$ cat src/rtl/gptt_pkg.sv
// Shared types and constants for the gated position track table.
// Depends on nothing; the other rtl files but gptt_ram refer to it by scoped names.
package gptt_pkg;

	localparam int MAX_TRACKS_DEFAULT = 16;
	localparam int COORD_W = 16;
	localparam int RADIUS_W = 15;
	localparam int GATE_SQ_W = 2 * RADIUS_W;
	localparam int INDEX_W = 4;
	localparam int QUEUE_DEPTH = 2;
	localparam int QPTR_W = $clog2(QUEUE_DEPTH);
	localparam int QFILL_W = $clog2(QUEUE_DEPTH + 1);

	// 10.0 in Q11.4
	localparam logic [RADIUS_W-1:0] GATE_RADIUS_RESET = RADIUS_W'(160);
	localparam logic [GATE_SQ_W-1:0] GATE_SQ_RESET = GATE_SQ_W'(160 * 160);

	typedef struct packed {
		logic signed [COORD_W-1:0] det_x;
		logic signed [COORD_W-1:0] det_y;
	} det_t;

	typedef struct packed {
		logic [INDEX_W-1:0]        track_index;
		logic signed [COORD_W-1:0] avg_x;
		logic signed [COORD_W-1:0] avg_y;
		logic                      new_track;
		logic                      dropped;
	} res_t;

	// one queued job: the detection plus the squared gate in force at accept
	typedef struct packed {
		det_t                 det;
		logic [GATE_SQ_W-1:0] gate_sq;
	} job_t;

endpackage

$ cat src/rtl/gptt_ram.sv
// Generic single-write, single-read RAM with registered read data.
// Depends on nothing.
module gptt_ram #(
	parameter int WIDTH = 32,
	parameter int DEPTH = 16
) (
	input  logic                                    clk,
	input  logic                                    we,
	input  logic [(DEPTH > 1 ? $clog2(DEPTH) : 1)-1:0] waddr,
	input  logic [WIDTH-1:0]                        wdata,
	input  logic [(DEPTH > 1 ? $clog2(DEPTH) : 1)-1:0] raddr,
	output logic [WIDTH-1:0]                        rdata
);

	logic [WIDTH-1:0] mem_q [DEPTH];

	always_ff @(posedge clk) begin
		if (we) begin
			mem_q[waddr] <= wdata;
		end
		rdata <= mem_q[raddr];
	end

endmodule

$ cat src/rtl/gptt_queue.sv
// Short job queue between front and back.
// Depends on gptt_pkg.
module gptt_queue (
	input  logic          clk,
	input  logic          arst_n,
	input  logic          push,
	input  gptt_pkg::job_t push_data,
	output logic          full,
	input  logic          pop,
	output gptt_pkg::job_t pop_data,
	output logic          empty
);

	gptt_pkg::job_t                     slot_q [gptt_pkg::QUEUE_DEPTH];
	logic [gptt_pkg::QPTR_W-1:0]  wr_ptr_q;
	logic [gptt_pkg::QPTR_W-1:0]  rd_ptr_q;
	logic [gptt_pkg::QFILL_W-1:0] fill_q;

	assign full     = fill_q == gptt_pkg::QFILL_W'(gptt_pkg::QUEUE_DEPTH);
	assign empty    = fill_q == '0;
	assign pop_data = slot_q[rd_ptr_q];

	always_ff @(posedge clk or negedge arst_n) begin
		if (!arst_n) begin
			wr_ptr_q <= '0;
			rd_ptr_q <= '0;
			fill_q   <= '0;
		end else begin
			if (push && !full) begin
				wr_ptr_q <= wr_ptr_q + gptt_pkg::QPTR_W'(1);
			end
			if (pop && !empty) begin
				rd_ptr_q <= rd_ptr_q + gptt_pkg::QPTR_W'(1);
			end
			case ({push && !full, pop && !empty})
				2'b10:   fill_q <= fill_q + gptt_pkg::QFILL_W'(1);
				2'b01:   fill_q <= fill_q - gptt_pkg::QFILL_W'(1);
				default: fill_q <= fill_q;
			endcase
		end
	end

	always_ff @(posedge clk) begin
		if (push && !full) begin
			slot_q[wr_ptr_q] <= push_data;
		end
	end

endmodule

$ cat src/rtl/gptt_front.sv
// Front end: gate radius register, detection intake and job issue.
// Depends on gptt_pkg.
module gptt_front (
	input  logic                           clk,
	input  logic                           arst_n,
	input  logic                           cfg_valid,
	output logic                           cfg_ready,
	input  logic [gptt_pkg::RADIUS_W-1:0]  cfg_data,
	input  logic                           start,
	output logic                           busy,
	input  gptt_pkg::det_t                 det,
	output logic                           push,
	output gptt_pkg::job_t                 push_data,
	input  logic                           q_full
);

	logic [gptt_pkg::GATE_SQ_W-1:0] gate_sq_q;
	logic                           valid_s1;
	gptt_pkg::det_t                 det_s1;
	logic                           take;

	assign cfg_ready = 1'b1;
	// stage holds while the queue is full
	assign busy = valid_s1 && q_full;
	assign take = start && !busy;
	assign push = valid_s1;
	assign push_data = '{det: det_s1, gate_sq: gate_sq_q};

	always_ff @(posedge clk or negedge arst_n) begin
		if (!arst_n) begin
			gate_sq_q <= gptt_pkg::GATE_SQ_RESET;
			valid_s1  <= 1'b0;
		end else begin
			if (cfg_valid) begin
				gate_sq_q <= gptt_pkg::GATE_SQ_W'(cfg_data) *
					gptt_pkg::GATE_SQ_W'(cfg_data);
			end
			if (take) begin
				valid_s1 <= 1'b1;
			end else if (!q_full) begin
				valid_s1 <= 1'b0;
			end
		end
	end

	always_ff @(posedge clk) begin
		if (take) begin
			det_s1 <= det;
		end
	end

endmodule

$ cat src/rtl/gptt_back.sv
// Back end: walks the track table for one job, updates, appends or drops, emits result.
// Depends on gptt_pkg and gptt_ram.
module gptt_back #(
	parameter int MAX_TRACKS = gptt_pkg::MAX_TRACKS_DEFAULT
) (
	input  logic                                      clk,
	input  logic                                      arst_n,
	output logic                                      pop,
	input  gptt_pkg::job_t                            pop_data,
	input  logic                                      empty,
	output logic                                      done,
	output gptt_pkg::res_t                            result,
	output logic [$clog2(MAX_TRACKS + 1)-1:0]         track_cnt
);

	localparam int IDX_W = MAX_TRACKS > 1 ? $clog2(MAX_TRACKS) : 1;
	localparam int CNT_W = $clog2(MAX_TRACKS + 1);
	localparam int CW = gptt_pkg::COORD_W;

	typedef enum logic [4:0] {
		S_IDLE = 5'b00001,
		S_RD   = 5'b00010,
		S_SQ   = 5'b00100,
		S_CMP  = 5'b01000,
		S_UPD  = 5'b10000
	} state_t;

	state_t                         state_q;
	logic [IDX_W-1:0]               idx_q;
	logic [CNT_W-1:0]               cnt_q;
	logic                           found_q;
	gptt_pkg::det_t                 det_q;
	logic [gptt_pkg::GATE_SQ_W-1:0] gate_sq_q;
	logic signed [CW-1:0]           trk_x_q;
	logic signed [CW-1:0]           trk_y_q;
	logic [2*CW-1:0]                sqx_q;
	logic [2*CW-1:0]                sqy_q;
	logic                           done_q;
	gptt_pkg::res_t                 res_q;

	logic [2*CW-1:0]   rdata;
	logic              we;
	logic [IDX_W-1:0]  waddr;
	logic [2*CW-1:0]   wdata;
	logic signed [CW:0] dx;
	logic signed [CW:0] dy;
	logic [CW:0]       adx;
	logic [CW:0]       ady;
	logic [2*CW:0]     dist_sq;
	logic              hit;
	logic              last;
	logic              full;
	logic signed [CW:0] sum_x;
	logic signed [CW:0] sum_y;
	logic [IDX_W+3:0]  idx_ext;
	logic [CNT_W+3:0]  cnt_ext;

	gptt_ram #(
		.WIDTH(2 * CW),
		.DEPTH(MAX_TRACKS)
	) u_store (
		.clk  (clk),
		.we   (we),
		.waddr(waddr),
		.wdata(wdata),
		.raddr(idx_q),
		.rdata(rdata)
	);

	assign pop       = (state_q == S_IDLE) && !empty;
	assign done      = done_q;
	assign result    = res_q;
	assign track_cnt = cnt_q;

	// distance terms; |d| always fits 16 bits
	always_comb begin
		dx   = {det_q.det_x[CW-1], det_q.det_x} - {rdata[2*CW-1], rdata[2*CW-1:CW]};
		dy   = {det_q.det_y[CW-1], det_q.det_y} - {rdata[CW-1], rdata[CW-1:0]};
		adx  = dx[CW] ? -dx : dx;
		ady  = dy[CW] ? -dy : dy;
		dist_sq = {1'b0, sqx_q} + {1'b0, sqy_q};
		hit  = dist_sq < (2*CW+1)'(gate_sq_q);
		last = (CNT_W'(idx_q) + CNT_W'(1)) == cnt_q;
		full = cnt_q == CNT_W'(MAX_TRACKS);
		sum_x = {trk_x_q[CW-1], trk_x_q} + {det_q.det_x[CW-1], det_q.det_x};
		sum_y = {trk_y_q[CW-1], trk_y_q} + {det_q.det_y[CW-1], det_q.det_y};
		idx_ext = {4'b0, idx_q};
		cnt_ext = {4'b0, cnt_q};
	end

	// table write happens only in the update step
	always_comb begin
		we    = 1'b0;
		waddr = idx_q;
		wdata = {sum_x[CW:1], sum_y[CW:1]};
		if (state_q == S_UPD) begin
			if (found_q) begin
				we = 1'b1;
			end else if (!full) begin
				we    = 1'b1;
				waddr = cnt_q[IDX_W-1:0];
				wdata = {det_q.det_x, det_q.det_y};
			end
		end
	end

	always_ff @(posedge clk or negedge arst_n) begin
		if (!arst_n) begin
			state_q <= S_IDLE;
			idx_q   <= '0;
			cnt_q   <= '0;
			found_q <= 1'b0;
			done_q  <= 1'b0;
		end else begin
			done_q <= 1'b0;
			unique case (state_q)
				S_IDLE: begin
					if (!empty) begin
						idx_q   <= '0;
						found_q <= 1'b0;
						state_q <= (cnt_q == '0) ? S_UPD : S_RD;
					end
				end
				S_RD:  state_q <= S_SQ;
				S_SQ:  state_q <= S_CMP;
				S_CMP: begin
					if (hit) begin
						found_q <= 1'b1;
						state_q <= S_UPD;
					end else if (last) begin
						state_q <= S_UPD;
					end else begin
						idx_q   <= idx_q + IDX_W'(1);
						state_q <= S_RD;
					end
				end
				S_UPD: begin
					if (!found_q && !full) begin
						cnt_q <= cnt_q + CNT_W'(1);
					end
					done_q  <= 1'b1;
					state_q <= S_IDLE;
				end
				default: state_q <= S_IDLE;
			endcase
		end
	end

	always_ff @(posedge clk) begin
		if (pop) begin
			det_q     <= pop_data.det;
			gate_sq_q <= pop_data.gate_sq;
		end
		if (state_q == S_SQ) begin
			trk_x_q <= rdata[2*CW-1:CW];
			trk_y_q <= rdata[CW-1:0];
			sqx_q   <= (2*CW)'(adx[CW-1:0]) * (2*CW)'(adx[CW-1:0]);
			sqy_q   <= (2*CW)'(ady[CW-1:0]) * (2*CW)'(ady[CW-1:0]);
		end
		if (state_q == S_UPD) begin
			if (found_q) begin
				res_q <= '{track_index: idx_ext[3:0], avg_x: sum_x[CW:1],
					avg_y: sum_y[CW:1], new_track: 1'b0, dropped: 1'b0};
			end else if (!full) begin
				res_q <= '{track_index: cnt_ext[3:0], avg_x: det_q.det_x,
					avg_y: det_q.det_y, new_track: 1'b1, dropped: 1'b0};
			end else begin
				res_q <= '{track_index: '0, avg_x: det_q.det_x,
					avg_y: det_q.det_y, new_track: 1'b0, dropped: 1'b1};
			end
		end
	end

endmodule

$ cat src/rtl/gated_position_track_table.sv
// Gated position track table, top level: front, job queue, back.
// One item in the back at a time: pop, then one read/square/compare round per track
// up to and including the first hit (every stored track on a miss), then update;
// busy rises while the staged item meets a full queue.
// Reset (arst_n low, async): track table empty, gate radius 160; no clearing pass.
module gated_position_track_table #(
	parameter int MAX_TRACKS = gptt_pkg::MAX_TRACKS_DEFAULT
) (
	input  logic                          clk,
	input  logic                          arst_n,
	// configuration write channel: gate radius, Q11.4
	input  logic                          cfg_valid,
	output logic                          cfg_ready,
	input  logic [gptt_pkg::RADIUS_W-1:0] cfg_data,
	// command side: a transfer happens when start is high and busy is low
	input  logic                          start,
	output logic                          busy,
	input  gptt_pkg::det_t                det,
	// result strobe, one cycle; the receiver cannot stall it
	output logic                          done,
	output gptt_pkg::res_t                result
);

	localparam int CNT_W = $clog2(MAX_TRACKS + 1);

	logic             push;
	gptt_pkg::job_t   push_data;
	logic             q_full;
	logic             pop;
	gptt_pkg::job_t   pop_data;
	logic             q_empty;
	logic [CNT_W-1:0] track_cnt;

	// front squares the gate once per config write and stages each detection
	gptt_front u_front (
		.clk      (clk),
		.arst_n   (arst_n),
		.cfg_valid(cfg_valid),
		.cfg_ready(cfg_ready),
		.cfg_data (cfg_data),
		.start    (start),
		.busy     (busy),
		.det      (det),
		.push     (push),
		.push_data(push_data),
		.q_full   (q_full)
	);

	// two-entry queue decouples intake from the table walk
	gptt_queue u_queue (
		.clk      (clk),
		.arst_n   (arst_n),
		.push     (push),
		.push_data(push_data),
		.full     (q_full),
		.pop      (pop),
		.pop_data (pop_data),
		.empty    (q_empty)
	);

	// back walks stored tracks in index order, first hit inside the gate wins
	gptt_back #(
		.MAX_TRACKS(MAX_TRACKS)
	) u_back (
		.clk      (clk),
		.arst_n   (arst_n),
		.pop      (pop),
		.pop_data (pop_data),
		.empty    (q_empty),
		.done     (done),
		.result   (result),
		.track_cnt(track_cnt)
	);

	// results are spaced by at least the update step
	a_done_spacing: assert property (@(posedge clk) disable iff (!arst_n)
		done |=> !done)
		else $error("back-to-back result strobes");

	a_cnt_bound: assert property (@(posedge clk) disable iff (!arst_n)
		track_cnt <= CNT_W'(MAX_TRACKS))
		else $error("track count beyond table size");

	// count moves only with a result that reports a new track
	a_cnt_move: assert property (@(posedge clk) disable iff (!arst_n)
		(track_cnt != $past(track_cnt)) |-> (done && result.new_track))
		else $error("track count changed without new track result");

	a_drop_fields: assert property (@(posedge clk) disable iff (!arst_n)
		(done && result.dropped) |-> (!result.new_track && result.track_index == '0))
		else $error("dropped result with bad fields");

endmodule

$ cat config.mk
export PLATFORM = sky130hd
export DESIGN_NAME = gated_position_track_table
export DESIGN_NICKNAME = d
export VERILOG_FILES = /design/src/rtl/gptt_pkg.sv /design/src/rtl/gptt_ram.sv /design/src/rtl/gptt_queue.sv /design/src/rtl/gptt_front.sv /design/src/rtl/gptt_back.sv /design/src/rtl/gated_position_track_table.sv
export SDC_FILE = /design/constraint.sdc
export NUM_CORES = 2
export LEC_CHECK = 0
export BUFFER_PORTS_ARGS = -buffer_cell sky130_fd_sc_hd__buf_4
export CAP_MARGIN = 20
export CORE_UTILIZATION = 64
export CTS_BUF_LIST = sky130_fd_sc_hd__clkbuf_4 sky130_fd_sc_hd__clkbuf_8 sky130_fd_sc_hd__clkbuf_16
export DETAILED_ROUTE_END_ITERATION = 8
export PLACE_DENSITY = 0.83
export SLEW_MARGIN = 10
export SYNTH_ARGS = -nofsm -noshare
export SYNTH_HDL_FRONTEND = slang
export SYNTH_SLANG_ARGS = --single-unit
export TNS_END_PERCENT = 20
$ cat constraint.sdc
create_clock -name clk -period 12.5 [get_ports clk]
set_input_delay 2.5 -clock clk [delete_from_list [all_inputs] [get_ports clk]]
set_output_delay 2.5 -clock clk [all_outputs]
set_load 0.01 [all_outputs]
After elaboration in Yosys (flattened, before gate mapping)
Memory sizes are Yosys's and may differ from the RTL's. A register that Yosys moved wholly into a read port is not among the register bits.
Cells that the tools add are included.
Widths: inputs -> output; s select.

cells by class
  $lt $le $gt $ge = 1
  equal/unequal tests = 15
  add/subtract/negate cells = 14
  muxes and demuxes = 33
  reduce and logical (&&, ||, !) cells = 18
  multiply operators = 3

operators with widths
  cell                 number
  $mux 32              3
  $mux 38              2
  $mul 16x16->32       2
  $add 16x16->17       2
  $sub 16x16->17       2
  $add 32x32->33       1
  $lt 33x30->1         1
  $mux 16              2
  $neg 16->16          2
  $mul 15x15->30       1
  $mux 4               6
  $mux 5               4
  $pmux 5 s4           1
  $mux 1               12
  $eq 5x5->1 const B   2
  $ne 2x2->1 const B   4
  $pmux 4 s2           1
  $logic_and 1x1->1    6
  $add 4x1->5 const B  1
  $add 5x1->5 const B  1
  $eq 5x1->1 const B   1
  $eq 5x2->1 const B   1
  $eq 5x3->1 const B   1
  $eq 5x4->1 const B   1
  other kinds (17)     24

storage, ports and cells
  bits in writable memories = 636
  bits in registers = 217
  memories = 2
  output and inout port bits = 41

memories
  name                  words  bits a word  rd ports  clocked after memory_dff  wr ports  line              source
  u_back.u_store.mem_q  16     32           1         1                         1         gptt_ram.sv:15    logic [WIDTH-1:0] mem_q [DEPTH];
  u_queue.slot_q        2      62           1         1                         1         gptt_queue.sv:14  gptt_pkg::job_t slot_q [gptt_pkg::QUEUE_DEPTH];

Depth between registers and ports, before layout
  depth after elaboration = 6
  gate-level depth with buffers = 41
  gate-level depth less buffers = 39

Modules after synthesis
A second synthesis with hierarchy kept.

second synthesis, totals
  cells, all modules = 4701
  area, all modules = 60374.2 sq um

modules (own cells, without submodules)
  module      instances  area an instance (sq um)  cells an instance
  gptt_back   1          26965.9                   2774
  gptt_ram    1          19835.3                   838
  gptt_front  1          8602.0                    878
  gptt_queue  1          4971.0                    211

Worst setup path after synthesis
No wires, ideal clock.

  kind = reg-to-reg
  from = register, netlist name u_back.det_q[0]
  to = register u_back.sqy_q[31] (data pin)
  stages on the path, launching flop included = 36
  arrival = 8.726 ns
  clock period less this slack = 8.987 ns
  required time = 12.239 ns
  library setup time = 0.261 ns
  setup slack = 3.513 ns
  cells stage by stage = edfxtp_1 -> inv_1 -> ha_1 -> fa_1 -> nand2b_1 -> a211o_1 -> a211oi_1 -> nor2_1 -> a21oi_1 -> a31oi_1 -> a22o_1 -> buf_2 -> buf_2 -> nand2_1 -> xor2_1 -> inv_2 -> nand2_1 -> fa_1 -> fa_1 -> inv_1 -> fa_1 -> fa_1 -> fa_1 -> fa_1 -> ha_1 -> a21o_1 -> a21o_1 -> a2111oi_0 -> or3_1 -> a21oi_1 -> o211ai_1 -> a2111oi_2 -> a31oi_1 -> a311oi_1 -> xnor2_1 -> xnor2_1

on the way
  longest elaborated chain between the ends = 4

RTL lines
  item                  line              source
  $sub 16x16->17 (*)    gptt_back.sv:78   dy = {det_q.det_y[CW-1], det_q.det_y} - {rdata[CW-1], rdata[CW-1:0]};
  $neg 16->16           gptt_back.sv:80   ady = dy[CW] ? -dy : dy;
  $mux 16 (*)           gptt_back.sv:80
  $mul 16x16->32 (*)    gptt_back.sv:158  sqy_q <= (2*CW)'(ady[CW-1:0]) * (2*CW)'(ady[CW-1:0]);
  end signal, assigned  gptt_back.sv:158
  end, declared         gptt_back.sv:37   logic [2*CW-1:0] sqy_q;

Mark *: on every way between the ends. The rest lies on a longest branch, timed or not.
A chain may end at the register's enable or synchronous reset.

Final worst setup path
  from = register, netlist name u_back.det_q[5]
  to = register u_back.sqy_q[31] (data pin)

on the way
  longest elaborated chain between the ends = 4

RTL lines
  item                line
  $sub 16x16->17 (*)  gptt_back.sv:78
  $neg 16->16         gptt_back.sv:80
  $mux 16 (*)         gptt_back.sv:80
  $mul 16x16->32 (*)  gptt_back.sv:158

Marks and branches as above.

==> impl_results.md <==
* Status: finished, final reports clean
* Peak fanout along the critical path at 19
* Total global routing track utilization at 0.3078
* Post-synthesis cell area at 59360 um^2
* Worst Path Required at 12900 ps
* Flip-flop and latch count after synthesis at 941
* Antenna Violating Nets Remaining at 0
* Vias at 36750
* Routed wire length at 140.3 mm
* Critical-path cell with the highest stage delay: xnor2_1
* Post-Syn Instances at 4537
* CP Launch Type: register
* Category of the worst setup path capture point: register
* Net count of the mapped netlist at 5462
* Depth of the worst register-to-register path at 30
* Achievable clock frequency at 0.09342 GHz
* RR Startpoint: u_back.det_q[5]$_DFFE_PP_
* Clock latency of the later-clocked register in the worst-skew pair at 670 ps
* Post-layout util at 0.7084
* Routed wire per std cell at 23.37 um
* Terminus of the critical flop-to-flop path: u_back.sqy_q[31]$_DFFE_PP_
* Placed instance area at 61850 um^2
* Chip Width at 306.6 um
* Async set-reset flop share out of synthesis at 0.05313
* Primary flip-flop cell chosen by synthesis mapping: edfxtp_1
* Detailed router's first-iteration violation count at 3512
* Half-perimeter wire length of the detailed placement result at 93.31 mm
* TritonCTS clock tree: built
* Type of the worst setup path: reg -> reg
* Detailed-route DRC error count at 0
* Clk sinks at 941
* Xor and xnor fraction of the mapped netlist area at 0.03143
* Max_cap viols at 0
* Part of the Yosys area used for sequential elements at 0.4665
* Number of enable-type register cells in the synthesized netlist at 859
* Number of buffers added for setup after CTS at 0
* Wire length of the first global-routing pass at 218.6 mm
* Final weighted congestion in routability-driven placement at 0.9403
* Dominant combinational cell family by area after synthesis: adder cells
* Most prevalent standard cell on the critical path: fa_1
* Number of optimization iterations in the first detailed-route pass at 6
* Routed vias/inst at 6.120
* Setup tns final at 0 ps
* Initial core utilization at 0.6466
* Top library cells by usage in the layout, fill and taps aside: 859 x edfxtp_1, 750 x inv_1, 465 x fa_1, 409 x ha_1, 286 x nand2_1
* Die height at 306.6 um
* Worst setup startpoint: u_back.det_q[5]$_DFFE_PP_
* Endpoints failing hold at 0
* Class of the most critical hold timing path: reg -> reg
* Share of final-layout standard cells stronger than drive strength 1 at 0.1384
* Number of unique standard cell types used by synthesis at 94
* Final clock skew at 43.12 ps
* Post-synthesis to final-layout area growth at 9.557%
* Number of buffers on the longest clock path at 3
* Min cycle time layout at 10700 ps
* Root Buffer Master: clkbuf_16
* Setup slack of the most critical reg-to-reg path at 1800 ps
* Unrepaired setup endpoints after global routing: no
* Final nets at 5609
* Storage element area at 27700 um^2
* Leading cell type in the layout, fill and taps excluded: edfxtp_1
* Clock transition at path regs at 60 ps
* Avg Cell Area, Syn at 13.08 um^2
* Post-route cell area at 65030 um^2
* Pin count of the biggest net entering global routing at 79
* Grt total ovfl at 0
* Via count of the first global-routing pass at 39250
* Crit share post-route at 0.8564
* Port Buffers at 90
* Compound-gate portion of the synthesized area at 0.05499
* I/O pins at 92
* Row count at 111
* Capturing element of the worst setup path: u_back.sqy_q[31]$_DFFE_PP_
* Slew at the pin with the worst max-slew slack at 1174 ps
* Final setup viols at 0
* Count of synthesis-stage warnings from yosys at 0
* Fraction of the mapped netlist area in adder cells at 0.2430
* Count of final max-slew check failures at 0
* Number of buffers added by the clock tree synthesis step at 92
* Initial antenna violation count at 1
* Max-Slew Margin vs Limit at 0.2119
* Worst path max stage delay at 950 ps
* Area enclosed by the die boundary at 93980 um^2
* Multi-input gate area in the final layout at 28510 um^2
* Count of H-tree levels built during CTS at 3
* Proportion of synthesized area in mux cells at 0.07948
* Area of the core at 91800 um^2
* # resized after CTS at 0
* Simple-gate share of the synthesized area at 0.06884
* Worst path arrival time at 11100 ps
* Cts-stage hold buffer count at 0
* Filler Cell Count at 5828
[layer usage]
metal | part of all wire | vias up | GRT usage
li1 | - | 15990 | -
met4 | 0.055 | 0 | 0.1592
met3 | 0.079 | 484 | 0.04356
met2 | 0.50 | 1853 | 0.5202
met5 | 0 | - | 0
met1 | 0.37 | 18430 | 0.3905
[cell type report]
type | count | share of cell area
Multi-Input combinational cell | 2719 | 0.4384
Sequential cell | 941 | 0.4260
Inverter | 767 | 0.04427
Clock buffer | 117 | 0.03882
Tap cell | 1243 | 0.02391
Timing Repair Buffer | 163 | 0.01882
Clock inverter | 53 | 0.009773
Antenna cell | 2 | 0.00007696
[synthesized netlist by cell type (11+ instances only)]
| cell type | n | area [um^2] |
|---|---|---|
| dfrtp_1 | 46 | 1151 |
| buf_1 | 23 | 86.33 |
| inv_2 | 11 | 41.29 |
| nor3_1 | 55 | 275.3 |
| xnor2_1 | 135 | 1182 |
| o31ai_1 | 15 | 112.6 |
| or3_1 | 16 | 100.1 |
| nor2_1 | 272 | 1021 |
| fa_1 | 465 | 9309 |
| o21ai_0 | 110 | 550.5 |
| xor2_1 | 65 | 569.3 |
| or2_2 | 13 | 81.33 |
| nand2b_1 | 29 | 181.4 |
| inv_1 | 751 | 2819 |
| nand2_1 | 286 | 1074 |
| a211oi_1 | 12 | 90.09 |
| clkbuf_1 | 78 | 292.8 |
| a21oi_1 | 129 | 645.6 |
| nand3_1 | 39 | 195.2 |
| and3_1 | 29 | 181.4 |
| and2_1 | 68 | 425.4 |
| a31oi_1 | 22 | 137.6 |
| edfxtp_1 | 859 | 25790 |
| mux2_2 | 91 | 1025 |
| nor2b_1 | 17 | 106.4 |
| ha_1 | 409 | 5117 |
| mux4_2 | 160 | 3603 |
| o21bai_1 | 22 | 165.2 |
| o21a_1 | 18 | 135.1 |
| dfxtp_1 | 32 | 640.6 |
| a21o_1 | 63 | 473.0 |
| o211ai_1 | 13 | 97.59 |
[worst min path at each step]
stage / slack (ps) / endpoint / depth (start not counted) / startpoint
global placement: 410 / u_back.trk_y_q[3]$_DFFE_PP_ / 0 / u_back.u_store.rdata[3]$_DFF_P_
floorplan: 410 / u_back.trk_x_q[10]$_DFFE_PP_ / 0 / u_back.u_store.rdata[26]$_DFF_P_
detailed placement: 430 / u_back.trk_y_q[5]$_DFFE_PP_ / 0 / u_back.u_store.rdata[5]$_DFF_P_
CTS: 440 / u_back.trk_y_q[5]$_DFFE_PP_ / 0 / u_back.u_store.rdata[5]$_DFF_P_
global route: 450 / u_back.trk_y_q[3]$_DFFE_PP_ / 0 / u_back.u_store.rdata[3]$_DFF_P_
finish: 440 / u_back.trk_y_q[5]$_DFFE_PP_ / 0 / u_back.u_store.rdata[5]$_DFF_P_
[registers in the layout, summed over array words and instances, names as in the netlist, 29 cells and up]
register	flops
u_back.sqx_q	31
u_back.det_q	32
u_back.u_store.rdata	32
u_back.gate_sq_q	29
u_back.u_store.mem_q	512
u_queue.slot_q	122
u_back.sqy_q	31
u_front.gate_sq_q	29
u_front.push_data	32
u_back.result	38
[kinds of logic (layout without fill, tap and decap cells)]
family	after synthesis	after routing
multiplexers	260	260
adder cells (fa/ha/maj)	874	874
flip-flops	941	941
buffers and inverters	877	1100
AND/OR/NAND/NOR	882	882
XOR/XNOR	207	207
other	1	3
AO/OA/AOI/OAI	495	495
[stage by stage]
step                hold WS [ps]  setup slack [ps]  cells
CTS                        436.6              2032   6001
global placement           412.1              2402   5830
detailed placement         425.6              2098   5831
global route               448.1             997.9   6004
finish                     438.4              1795   6005
floorplan                  408.2              3513   4537
[critical path, delay by kind of cell, from the launching register on]
kind,cells,cell delay [ps]
xor gates and xnor gates,3,1210
and+or+nand+nor,3,970
buffers and inverters,3,700
adders and majority gates,8,3660
AOI/OAI and AO/OA,13,3420
DFF,1,460
Power is not shown: default switching activity piles up to over one toggle a cycle in this logic, so the estimate is an artifact.
